--- src/hw/rtl/assert_macros.svh ---
// ----------------------------------------------------------------------------
// assert_macros.svh
// Concurrent assertion helpers shared by the RTL files.
// ----------------------------------------------------------------------------
`ifndef ASSERT_MACROS_SVH
`define ASSERT_MACROS_SVH

// Checked at every rising edge while reset is released.
`define ASSERT_CLKRST(lbl, clk, rst_n, prop) \
  lbl: assert property (@(posedge clk) disable iff (!(rst_n)) (prop)) \
    else $error("assertion failed");

// Checked at every rising edge, reset included.
`define ASSERT_CLK(lbl, clk, prop) \
  lbl: assert property (@(posedge clk) (prop)) \
    else $error("assertion failed");

`endif

--- src/hw/rtl/m2iq_pkg.sv ---
// ----------------------------------------------------------------------------
// m2iq_pkg
// Types, constants and the intra weight table of the intra inverse quantizer.
// ----------------------------------------------------------------------------
package m2iq_pkg;

  localparam int COEF_IN_W   = 12;
  localparam int COEF_OUT_W  = 15;
  localparam int WEIGHT_W    = 7;
  localparam int DC_PREC_W   = 2;
  localparam int QSCALE_W    = 7;
  localparam int CFG_ADDR_W  = 1;
  localparam int CFG_DATA_W  = 7;
  localparam int POS_W       = 6;
  localparam int IN_TDATA_W  = 16;
  localparam int OUT_TDATA_W = 16;

  localparam int FIFO_DEPTH_DEF = 4;

  localparam int AC_MAX = 2047;
  localparam int AC_MIN = -2048;
  localparam int AC_SHIFT = 4;

  localparam logic [POS_W-1:0] POS_LAST = POS_W'(63);

  // register indexes
  localparam logic [CFG_ADDR_W-1:0] CFG_DC_PREC = 1'b0;
  localparam logic [CFG_ADDR_W-1:0] CFG_QSCALE  = 1'b1;

  localparam logic [WEIGHT_W-1:0] INTRA_W [64] = '{
     7'd8, 7'd16, 7'd19, 7'd22, 7'd26, 7'd27, 7'd29, 7'd34,
    7'd16, 7'd16, 7'd22, 7'd24, 7'd27, 7'd29, 7'd34, 7'd37,
    7'd19, 7'd22, 7'd26, 7'd27, 7'd29, 7'd34, 7'd34, 7'd38,
    7'd22, 7'd22, 7'd26, 7'd27, 7'd29, 7'd34, 7'd37, 7'd40,
    7'd22, 7'd26, 7'd27, 7'd29, 7'd32, 7'd35, 7'd40, 7'd48,
    7'd26, 7'd27, 7'd29, 7'd32, 7'd35, 7'd40, 7'd48, 7'd58,
    7'd26, 7'd27, 7'd29, 7'd34, 7'd38, 7'd46, 7'd56, 7'd69,
    7'd27, 7'd29, 7'd35, 7'd38, 7'd46, 7'd56, 7'd69, 7'd83
  };

  typedef struct packed {
    logic signed [COEF_IN_W-1:0] coef;
    logic [WEIGHT_W-1:0]         weight;
    logic                        is_dc;
    logic                        is_last;
  } m2iq_item_t;

  typedef struct packed {
    logic full;
    logic empty;
  } m2iq_fifo_stat_t;

endpackage

--- src/hw/rtl/m2iq_front.sv ---
// ----------------------------------------------------------------------------
// m2iq_front
// Accepts coefficients, tracks block position, attaches weight and kind.
// ----------------------------------------------------------------------------
module m2iq_front (
  input  logic                              clk,
  input  logic                              rst_n,
  input  logic                              in_valid,
  output logic                              in_ready,
  input  logic signed [m2iq_pkg::COEF_IN_W-1:0] in_coef,
  input  m2iq_pkg::m2iq_fifo_stat_t         fifo_stat,
  output logic                              push,
  output m2iq_pkg::m2iq_item_t              push_item
);
  import m2iq_pkg::*;

  logic [POS_W-1:0] position_r;
  logic [POS_W-1:0] position_nxt;

  assign in_ready = !fifo_stat.full;
  assign push     = in_valid && in_ready;

  assign push_item.coef    = in_coef;
  assign push_item.weight  = INTRA_W[position_r];
  assign push_item.is_dc   = (position_r == '0);
  assign push_item.is_last = (position_r == POS_LAST);

  assign position_nxt = push ? position_r + 1'b1 : position_r;

  always_ff @(posedge clk) begin
    if (!rst_n) begin
      position_r <= '0;
    end else begin
      position_r <= position_nxt;
    end
  end

endmodule

--- src/hw/rtl/m2iq_fifo.sv ---
// ----------------------------------------------------------------------------
// m2iq_fifo
// Small register queue between the front and back parts.
// ----------------------------------------------------------------------------
`include "assert_macros.svh"

module m2iq_fifo #(
  parameter int DEPTH = m2iq_pkg::FIFO_DEPTH_DEF
) (
  input  logic                      clk,
  input  logic                      rst_n,
  input  logic                      push,
  input  m2iq_pkg::m2iq_item_t      push_item,
  input  logic                      pop,
  output m2iq_pkg::m2iq_item_t      pop_item,
  output m2iq_pkg::m2iq_fifo_stat_t stat
);
  import m2iq_pkg::*;

  localparam int IDX_W = $clog2(DEPTH);
  localparam int CNT_W = $clog2(DEPTH + 1);

  m2iq_item_t       mem_r [DEPTH];
  logic [IDX_W-1:0] wr_ptr_r;
  logic [IDX_W-1:0] rd_ptr_r;
  logic [CNT_W-1:0] count_r;
  logic             push_ok;
  logic             pop_ok;

  assign stat.full  = (count_r == CNT_W'(DEPTH));
  assign stat.empty = (count_r == '0);
  assign push_ok    = push && !stat.full;
  assign pop_ok     = pop && !stat.empty;
  assign pop_item   = mem_r[rd_ptr_r];

  always_ff @(posedge clk) begin
    if (push_ok) begin
      mem_r[wr_ptr_r] <= push_item;
    end
  end

  always_ff @(posedge clk) begin
    if (!rst_n) begin
      wr_ptr_r <= '0;
      rd_ptr_r <= '0;
      count_r  <= '0;
    end else begin
      if (push_ok) begin
        wr_ptr_r <= (wr_ptr_r == IDX_W'(DEPTH - 1)) ? '0 : wr_ptr_r + 1'b1;
      end
      if (pop_ok) begin
        rd_ptr_r <= (rd_ptr_r == IDX_W'(DEPTH - 1)) ? '0 : rd_ptr_r + 1'b1;
      end
      if (push_ok && !pop_ok) begin
        count_r <= count_r + CNT_W'(1);
      end else if (pop_ok && !push_ok) begin
        count_r <= count_r - CNT_W'(1);
      end
    end
  end

  `ASSERT_CLKRST(a_cnt_bound, clk, rst_n, count_r <= CNT_W'(DEPTH))
  `ASSERT_CLKRST(a_no_pop_empty, clk, rst_n, pop |-> !stat.empty)
  `ASSERT_CLKRST(a_cnt_inc, clk, rst_n,
    (push_ok && !pop_ok) |=> (count_r == $past(count_r) + CNT_W'(1)))

endmodule

--- src/hw/rtl/m2iq_back.sv ---
// ----------------------------------------------------------------------------
// m2iq_back
// Multiplies, shifts, clamps, tracks parity and drives the result register.
// ----------------------------------------------------------------------------
`include "assert_macros.svh"

module m2iq_back (
  input  logic                                  clk,
  input  logic                                  rst_n,
  input  logic [m2iq_pkg::DC_PREC_W-1:0]        dc_prec,
  input  logic [m2iq_pkg::QSCALE_W-1:0]         qscale,
  input  m2iq_pkg::m2iq_fifo_stat_t             fifo_stat,
  input  m2iq_pkg::m2iq_item_t                  pop_item,
  output logic                                  pop,
  output logic                                  out_valid,
  input  logic                                  out_ready,
  output logic signed [m2iq_pkg::COEF_OUT_W-1:0] out_coef,
  output logic                                  out_last
);
  import m2iq_pkg::*;

  localparam int P1_W = COEF_IN_W + WEIGHT_W + 1;
  localparam int P2_W = P1_W + QSCALE_W + 1;
  localparam int SH_W = P2_W - AC_SHIFT;

  typedef enum logic [1:0] {S_IDLE, S_MUL, S_FIN, S_OUT} state_t;

  state_t                       state_r;
  logic signed [COEF_IN_W-1:0]  coef_r;
  logic                         is_dc_r;
  logic                         is_last_r;
  logic signed [P1_W-1:0]       prod1_r;
  logic signed [P2_W-1:0]       prod2_r;
  logic                         parity_r;
  logic                         out_valid_r;
  logic signed [COEF_OUT_W-1:0] out_coef_r;
  logic                         out_last_r;

  logic signed [P1_W-1:0]       prod1_nxt;
  logic signed [P2_W-1:0]       prod2_nxt;
  logic signed [SH_W-1:0]       shifted;
  logic signed [COEF_IN_W-1:0]  ac_val;
  logic signed [COEF_OUT_W-1:0] dc_val;
  logic signed [COEF_OUT_W-1:0] val;
  logic                         parity_nxt;
  logic signed [COEF_OUT_W-1:0] out_coef_nxt;

  assign pop = (state_r == S_IDLE) && !fifo_stat.empty;

  assign prod1_nxt = P1_W'(pop_item.coef * $signed({1'b0, pop_item.weight}));
  assign prod2_nxt = P2_W'(prod1_r * $signed({1'b0, qscale}));

  always_comb begin
    shifted = SH_W'(prod2_r >>> AC_SHIFT);
    if (shifted > SH_W'(AC_MAX)) begin
      ac_val = COEF_IN_W'(AC_MAX);
    end else if (shifted < $signed(SH_W'(AC_MIN))) begin
      ac_val = COEF_IN_W'(AC_MIN);
    end else begin
      ac_val = COEF_IN_W'(shifted);
    end
    // ~dc_prec == 3 - dc_prec
    dc_val = $signed({{(COEF_OUT_W - COEF_IN_W){coef_r[COEF_IN_W-1]}}, coef_r}) <<< (~dc_prec);
    if (is_dc_r) begin
      val        = dc_val;
      parity_nxt = dc_val[0];
    end else begin
      val        = {{(COEF_OUT_W - COEF_IN_W){ac_val[COEF_IN_W-1]}}, ac_val};
      parity_nxt = parity_r ^ ac_val[0];
    end
    out_coef_nxt = val;
    // mismatch control on the last coefficient
    if (is_last_r && !parity_nxt) begin
      out_coef_nxt[0] = ~val[0];
    end
  end

  always_ff @(posedge clk) begin
    if (!rst_n) begin
      state_r     <= S_IDLE;
      parity_r    <= 1'b0;
      out_valid_r <= 1'b0;
    end else begin
      case (state_r)
        S_IDLE: begin
          if (pop) begin
            coef_r    <= pop_item.coef;
            is_dc_r   <= pop_item.is_dc;
            is_last_r <= pop_item.is_last;
            prod1_r   <= prod1_nxt;
            state_r   <= S_MUL;
          end
        end
        S_MUL: begin
          prod2_r <= prod2_nxt;
          state_r <= S_FIN;
        end
        S_FIN: begin
          parity_r    <= parity_nxt;
          out_coef_r  <= out_coef_nxt;
          out_last_r  <= is_last_r;
          out_valid_r <= 1'b1;
          state_r     <= S_OUT;
        end
        S_OUT: begin
          if (out_ready) begin
            out_valid_r <= 1'b0;
            state_r     <= S_IDLE;
          end
        end
        default: begin
          state_r     <= S_IDLE;
          out_valid_r <= 1'b0;
        end
      endcase
    end
  end

  assign out_valid = out_valid_r;
  assign out_coef  = out_coef_r;
  assign out_last  = out_last_r;

  `ASSERT_CLKRST(a_pop_to_out, clk, rst_n, pop |-> ##3 out_valid)
  `ASSERT_CLKRST(a_valid_src, clk, rst_n, $rose(out_valid) |-> $past(state_r) == S_FIN)

endmodule

--- src/hw/rtl/mpeg2_intra_inverse_quant.sv ---
// ----------------------------------------------------------------------------
// mpeg2_intra_inverse_quant
// MPEG-2 intra inverse quantizer with mismatch control, one coefficient a beat.
// ----------------------------------------------------------------------------
// channel  dir  handshake            payload
// cfg      in   cfg_we               cfg_addr, cfg_wdata
// in       in   in_tvalid/in_tready  in_tdata[11:0] coef_in
// out      out  out_tvalid/out_tready out_tdata[14:0] coef_out, out_tlast block_end
//
// The back part handles one coefficient at a time: pop and first multiply,
// second multiply, shift/clamp/parity, then the result beat, held until
// out_tready; the sequencer pops the next coefficient only after that.
// The front queue (FIFO_DEPTH beats) keeps taking input while a result waits.
// Synchronous active-low reset clears position, parity, queue, dc_prec; qscale to 1.
// ----------------------------------------------------------------------------
module mpeg2_intra_inverse_quant #(
  parameter int FIFO_DEPTH = m2iq_pkg::FIFO_DEPTH_DEF
) (
  input  logic                                 clk,
  input  logic                                 rst_n,
  input  logic                                 cfg_we,
  input  logic [m2iq_pkg::CFG_ADDR_W-1:0]      cfg_addr,
  input  logic [m2iq_pkg::CFG_DATA_W-1:0]      cfg_wdata,
  input  logic                                 in_tvalid,
  output logic                                 in_tready,
  input  logic [m2iq_pkg::IN_TDATA_W-1:0]      in_tdata,   // [11:0] coef_in
  output logic                                 out_tvalid,
  input  logic                                 out_tready,
  output logic [m2iq_pkg::OUT_TDATA_W-1:0]     out_tdata,  // [14:0] coef_out
  output logic                                 out_tlast
);
  import m2iq_pkg::*;

  logic [DC_PREC_W-1:0]         dc_prec_r;
  logic [QSCALE_W-1:0]          qscale_r;
  m2iq_fifo_stat_t              fifo_stat;
  m2iq_item_t                   push_item;
  m2iq_item_t                   pop_item;
  logic                         push;
  logic                         pop;
  logic signed [COEF_OUT_W-1:0] out_coef;

  always_ff @(posedge clk) begin
    if (!rst_n) begin
      dc_prec_r <= '0;
      qscale_r  <= QSCALE_W'(1);
    end else if (cfg_we) begin
      case (cfg_addr)
        CFG_DC_PREC: dc_prec_r <= cfg_wdata[DC_PREC_W-1:0];
        CFG_QSCALE:  qscale_r  <= cfg_wdata[QSCALE_W-1:0];
        default: begin
        end
      endcase
    end
  end

  m2iq_front u_front (
    .clk       (clk),
    .rst_n     (rst_n),
    .in_valid  (in_tvalid),
    .in_ready  (in_tready),
    .in_coef   ($signed(in_tdata[COEF_IN_W-1:0])),
    .fifo_stat (fifo_stat),
    .push      (push),
    .push_item (push_item)
  );

  m2iq_fifo #(
    .DEPTH (FIFO_DEPTH)
  ) u_fifo (
    .clk       (clk),
    .rst_n     (rst_n),
    .push      (push),
    .push_item (push_item),
    .pop       (pop),
    .pop_item  (pop_item),
    .stat      (fifo_stat)
  );

  m2iq_back u_back (
    .clk       (clk),
    .rst_n     (rst_n),
    .dc_prec   (dc_prec_r),
    .qscale    (qscale_r),
    .fifo_stat (fifo_stat),
    .pop_item  (pop_item),
    .pop       (pop),
    .out_valid (out_tvalid),
    .out_ready (out_tready),
    .out_coef  (out_coef),
    .out_last  (out_tlast)
  );

  assign out_tdata = {{(OUT_TDATA_W - COEF_OUT_W){1'b0}}, out_coef};

endmodule
--- config.mk ---
export PLATFORM = sky130hd
export DESIGN_NAME = mpeg2_intra_inverse_quant
export DESIGN_NICKNAME = d
export VERILOG_FILES = /design/src/hw/rtl/m2iq_pkg.sv /design/src/hw/rtl/m2iq_front.sv /design/src/hw/rtl/m2iq_fifo.sv /design/src/hw/rtl/m2iq_back.sv /design/src/hw/rtl/mpeg2_intra_inverse_quant.sv
export VERILOG_INCLUDE_DIRS = /design/src /design/src/hw/rtl
export SDC_FILE = /design/constraint.sdc
export NUM_CORES = 1
export LEC_CHECK = 0
export ABC_CLOCK_PERIOD_IN_PS = 7300
export BUFFER_PORTS_ARGS = -buffer_cell sky130_fd_sc_hd__buf_2
export CORE_MARGIN = 3
export CORE_UTILIZATION = 23
export DETAILED_ROUTE_END_ITERATION = 10
export HOLD_SLACK_MARGIN = 0.15
export PLACE_DENSITY_LB_ADDON = 0.12
export SLEW_MARGIN = 20
export SYNTH_ARGS = -nofsm -noshare
export SYNTH_HDL_FRONTEND = slang
export SYNTH_SLANG_ARGS = --single-unit
--- constraint.sdc ---
create_clock -name clk -period 7.3 [get_ports clk]
set_input_delay 0.73 -clock clk [delete_from_list [all_inputs] [get_ports clk]]
set_output_delay 0.73 -clock clk [all_outputs]
set_load 0.05 [all_outputs]
# Yosys cells after proc, flatten, opt, wreduce, memory -nomap -nowiden
# Memory sizes are Yosys's and may differ from the RTL's. A register that Yosys moved wholly into a read port is not among the register bits.
# Cells that the tools add are included.
[totals]
register_bits = 104
mem_bits_rw = 84
rom_bits = 448
inputBits = 29
output_inout_bits = 19
elab_cells = 87
n_memories = 2
[classes]
addsub = 5
mul = 2
magnitude_cmp = 3
n_eq_ne = 9
n_shift = 1
muxes = 20
bitwise = 5
n_reduce_logical = 24
[memory_table]
columns = ["memory", "depth", "width", "read_ports", "rd_clocked_by_memory_dff", "write_ports", "line", "text"]
rows = [
  ["(no name shown)", 64, 7, 1, 0, 0, "m2iq_front.sv:24", "assign push_item.weight = INTRA_W[position_r];"],
  ["u_fifo.mem_r", 4, 21, 1, 1, 1, "m2iq_fifo.sv:23", "m2iq_item_t mem_r [DEPTH];"],
]
[op_table]
columns = ["operator", "count"]
rows = [
  ["multiplier 20 x 8 -> 28 bit", 1],
  ["greater-than comparator 24 x 12 -> 1 bit, second input constant", 1],
  ["< comparator 24 x 12 -> 1 bit, second input constant", 1],
  ["two-way mux 12 bit", 2],
  ["multiplier 12 x 8 -> 20 bit", 1],
  ["two-way mux 15 bit", 1],
  ["<<< shifter 12 x 2 -> 15 bit", 1],
  ["two-way mux 7 bit", 2],
  ["two-way mux 2 bit", 6],
  ["AND reduction 2 bit", 6],
  ["equality test 2 bit, second input constant", 4],
  ["case mux 2 bit (4 select lines)", 1],
  ["greater-or-equal comparator 7 bit, second input constant", 1],
  ["logical AND 1 bit", 7],
  ["inverter 6 -> 7 bit", 1],
  ["adder 6 x 1 -> 6 bit, second input constant", 1],
  ["equality test 6 bit, second input constant", 1],
  ["logical NOT 6 bit", 1],
  ["two-way mux 3 bit", 2],
  ["logical NOT 1 bit", 5],
  ["two-way mux 1 bit", 5],
  ["adder 2 x 1 -> 2 bit, second input constant", 2],
  ["!= test 2 bit, second input constant", 2],
  ["nonzero test 2 bit", 2],
  ["other kinds (11)", 12],
]

# Longest topological paths before layout
[depth]
word_depth = 8
ltp_mapped = 19
ltp_nobuf = 17

# Cells and area by module
# A second synthesis with hierarchy kept.
[hier_totals]
hier_cells = 1561
hier_area_um2 = 16704.8
[by_module_without_submodules]
columns = ["module", "n_inst", "cells_per_inst", "area_each_um2", "seq_area_each_um2"]
rows = [
  ["m2iq_back", 1, 1196, 11566.1, 2302.2],
  ["m2iq_fifo", 1, 160, 3532.1, 2702.6],
  ["m2iq_front", 1, 163, 1238.7, 120.1],
  ["mpeg2_intra_inverse_quant", 1, 42, 367.9, 180.2],
]

# Least setup slack after synthesis
# No wires, ideal clock.
[synth_path]
kind = "register to register"
from = "register with a tool-made name"
to = "register u_back.prod1_r[18], data pin"
setup_ns = 0.263
arrival_time_ns = 4.935
required_ns = 7.037
path_slack_ns = 2.102
path_stages_with_launch = 19
path_buffers = 2
synth_period_minus_slack_ns = 5.198
path_cell_list = "dfxtp_1 buf_2 mux4_2 clkbuf_1 nand2_1 fa_1 inv_1 fa_1 fa_1 inv_1 fa_1 inv_1 ha_1 a21oi_1 nand2_1 o21ai_0 o21ai_1 a311oi_1 xnor2_1"
[synth_lines]
columns = ["element", "line", "text"]
rows = [
  ["end signal, assigned", "m2iq_back.sv:90", "prod1_r <= prod1_nxt;"],
  ["end, declared", "m2iq_back.sv:32", "logic signed [P1_W-1:0] prod1_r;"],
]

==> flow_metrics.tcl <==
set metrics [dict create \
    outcome "complete, no violations" \
    gp_congestion 0.774 \
    synth_xor_area_frac 0.0250 \
    initial_core_util 0.234 \
    cts.path.max_buffers 2 \
    crit_path_end_kind "register" \
    rows 97 \
    ys_seq_elements 186 \
    synth_top_family_by_area "adder cells" \
    drt_iter0_drc 593 \
    dieHeight_um 274 \
    slew_headroom 0.365 \
    fmax_ghz 0.169 \
    cpMostUsedCell "fa_1" \
    synthCells 1570 \
    synthArstFlopShare 0 \
    worstMarginPinSlew_ps 952 \
    cp_slowest_cell "dfxtp_1" \
    synth-edff-count 158 \
    grt_pass1_vias 11200 \
    wl_per_cell_um 16.2 \
    syn_area_per_cell_um2 10.5 \
    track_usage 0.114 \
    clock_latency_ps 460 \
    grt_max_degree 36 \
    synth_nets 1892 \
    cts_root_buf "clkbuf_16" \
    grt_overflow 0 \
    yosysWarnings 0 \
    antenna_found_initial 2 \
    cts_resized 0 \
    fin_crit_sh 0.812 \
    cts_tree "built" \
    ant_nets 0 \
    htree_levels 4 \
    synth_compound_area_frac 0.0775 \
    post-place-ws_ps 1270 \
    postCtsSetupBuffers 0 \
    die-area_um2 75000 \
    crit_path_max_incr_delay_ps 890 \
    report.final.hold_viol_count 0 \
    cts.reportedPaths.clkPinSlew_ps 80 \
    fin_ws_ps 1370 \
    cts.hold.buffers_added 0 \
    tns_ps 0 \
    nets 1911 \
    worst_ep_arrival_time_ps 6130 \
    grt_first_pass_wirelength_um 66000 \
    drive_gt1_frac 0.0818 \
    areaGrowthSynthToFinish_pct 11.1 \
    setup_violations 0 \
    hpwl_um 31900 \
    ys.flop_type "edfxtp_1" \
    rsz0062_at_grt "false" \
    layout_min_cycle_time_ps 5930 \
    dr_total_vias 10700 \
    critPathKind "reg2reg" \
    synth-simple-area-share 0.150 \
    drc 0 \
    synthMuxAreaShare 0.0481 \
    start_kind "register" \
    worstPathMaxFanout 16 \
    routed_via_density 4.20 \
    antennaDiodeCount 0 \
    drv_cap 0 \
    cp_cell_sequence "buf_4, mux4_2, and2_1, fa_1, fa_1, fa_1, inv_1, fa_1, inv_1, ha_1, o211ai_1, or3_1, o221ai_1, o221ai_1, xnor2_1" \
    drt_first_pass_iters 5 \
    syn_area_um2 16500 \
    cts_sinks 186 \
    die_x_um 274 \
    synthAdderAreaFrac 0.301 \
    synth_cell_types 70 \
    report.final.slew_viol_count 0 \
    design.core.area_um2 70500 \
    yosysSeqAreaShare 0.322 \
    numCtsBuffers 17 \
    holdCritPathClass "in2reg" \
    wl_um 41200 \
    io_pins 48 \
    numPortBuffers 42 \
    cp.required_ps 7500 \
    fin_worst_skew_ps 19.0 \
]
-- logic make-up (layout without fill, tap and decap cells) --
logic type	count (synthesis)	in the layout
and+or+nand+nor	470	470
buffers and inverters	331	362
xor gates and xnor gates	47	47
muxes	49	49
adders and majority gates	293	293
DFF	186	186
other	1	1
AOI/OAI and AO/OA	193	193
-- routing by layer --
metal / share of wire / up-vias / global-route usage
li1: - / 5223 / -
met1: 0.51 / 5347 / 0.161
met2: 0.46 / 85 / 0.185
met3: 0.019 / 20 / 0.0160
met4: 0.0097 / 0 / 0.0202
met5: 0 / - / 0
-- state kept, by name (all words and copies together), names as in the netlist, 2 cells and up, named ones only --
| signal | cells |
|---|---|
| u_fifo.rd_ptr_r | 2 |
| dc_prec_r | 2 |
| u_fifo.count_r | 3 |
| u_back.prod2_r | 24 |
| u_back.prod1_r | 20 |
| qscale_r | 7 |
| u_fifo.mem_r | 84 |
| u_back.out_coef | 15 |
| u_front.position_r | 6 |
| u_fifo.wr_ptr_r | 2 |
| u_back.coef_r | 12 |
| u_back.state_r | 2 |
-- layout make-up --
class / instances / area (um2)
Multi-Input combinational cell: 1053 / 9930
Clock buffer: 17 / 425
Fill cell: 7450 / 52200
Clock inverter: 14 / 154
Sequential cell: 186 / 5310
Timing Repair Buffer: 55 / 308
Inverter: 276 / 1040
Tap cell: 940 / 1180
-- Yosys cell counts, drive strengths merged (3+ instances only) --
master   number  area share
edfxtp      158        0.29
nor2         64       0.015
nor3         19      0.0058
a221o         3      0.0018
nor3b         3      0.0014
o221ai        8      0.0042
buf           9      0.0038
xnor2        32       0.017
a21o         10      0.0046
a211oi       13      0.0059
fa          173        0.21
nand3        25      0.0076
o21a          4      0.0018
a311o         3      0.0018
o211ai        6      0.0027
a31oi        10      0.0038
nand4        10      0.0047
and3          8      0.0030
nand2b       21      0.0080
a311oi        4      0.0021
a21oi        56       0.017
nand2       121       0.028
o21ai        44       0.014
o31a          3      0.0016
xor2         15      0.0080
inv         275       0.063
or3           6      0.0023
nor4          7      0.0027
clkbuf       46       0.010
a2111oi       4      0.0025
and2        174       0.067
mux4         24       0.033
dfxtp        28       0.034
mux2i        23       0.014
o21bai        6      0.0034
o311ai        3      0.0016
o22ai         4      0.0015
nor2b         6      0.0023
ha          120       0.091
-- worst max-delay path: cells and delay by family, from the launching register on --
family,cells,cell delay [ps]
AO/OA/AOI/OAI,3,750
XOR/XNOR,1,190
adder cells (fa/ha/maj),5,2390
buffers and inverters,3,380
flip-flops,1,890
multiplexers,1,470
AND/OR/NAND/NOR,2,580
-- placed cells by master, fill, tap and decap left out, types with 5 or more instances in the layout --
cell / n
o221ai_1: 8
a21oi_1: 55
and2_1: 166
clkbuf_16: 17
a211oi_1: 13
mux2i_1: 23
a31oi_1: 10
dfxtp_1: 28
o21bai_1: 5
nor4_1: 7
nand2_1: 121
buf_4: 13
a21o_1: 10
nand4_1: 9
or3_1: 6
nor2_1: 63
inv_1: 274
inv_8: 5
and3_1: 8
o211ai_1: 6
ha_1: 120
xor2_1: 15
edfxtp_1: 158
buf_2: 42
nand2b_1: 21
nor2b_1: 6
fa_1: 173
xnor2_1: 32
nand3_1: 25
and2_2: 8
o21ai_0: 40
mux4_2: 24
nor3_1: 19
-- metrics by stage --
stage / instances / utilization / hold WS, ps / area [um2]
after CTS: 2541 / 0.260 / 452 / 18300
after detailed placement: 2510 / 0.252 / 480 / 17700
after global routing: 2541 / 0.260 / 454 / 18300
after global placement: 2510 / 0.252 / 482 / 17700
after floorplan: 1570 / - / 447 / 16500
final: 2541 / 0.260 / 483 / 18300
-- final timing paths --
check | cells after the start | from | slack [ps] | endpoint
setup reg to reg | 15 | register | 1370 | u_back.prod1_r[19]$_DFFE_PP_
hold / removal | 1 | in_tdata[8] | 480 | u_fifo.mem_r[0][17]$_DFFE_PP_
setup / recovery | 15 | register | 1370 | u_back.prod1_r[19]$_DFFE_PP_
hold reg to reg | 2 | u_back.parity_r$_SDFFE_PN0P_ | 490 | u_back.parity_r$_SDFFE_PN0P_
Power is left out: the tool's default activity adds up to more than one toggle a clock period on the data nets, which glitch-free logic cannot reach.
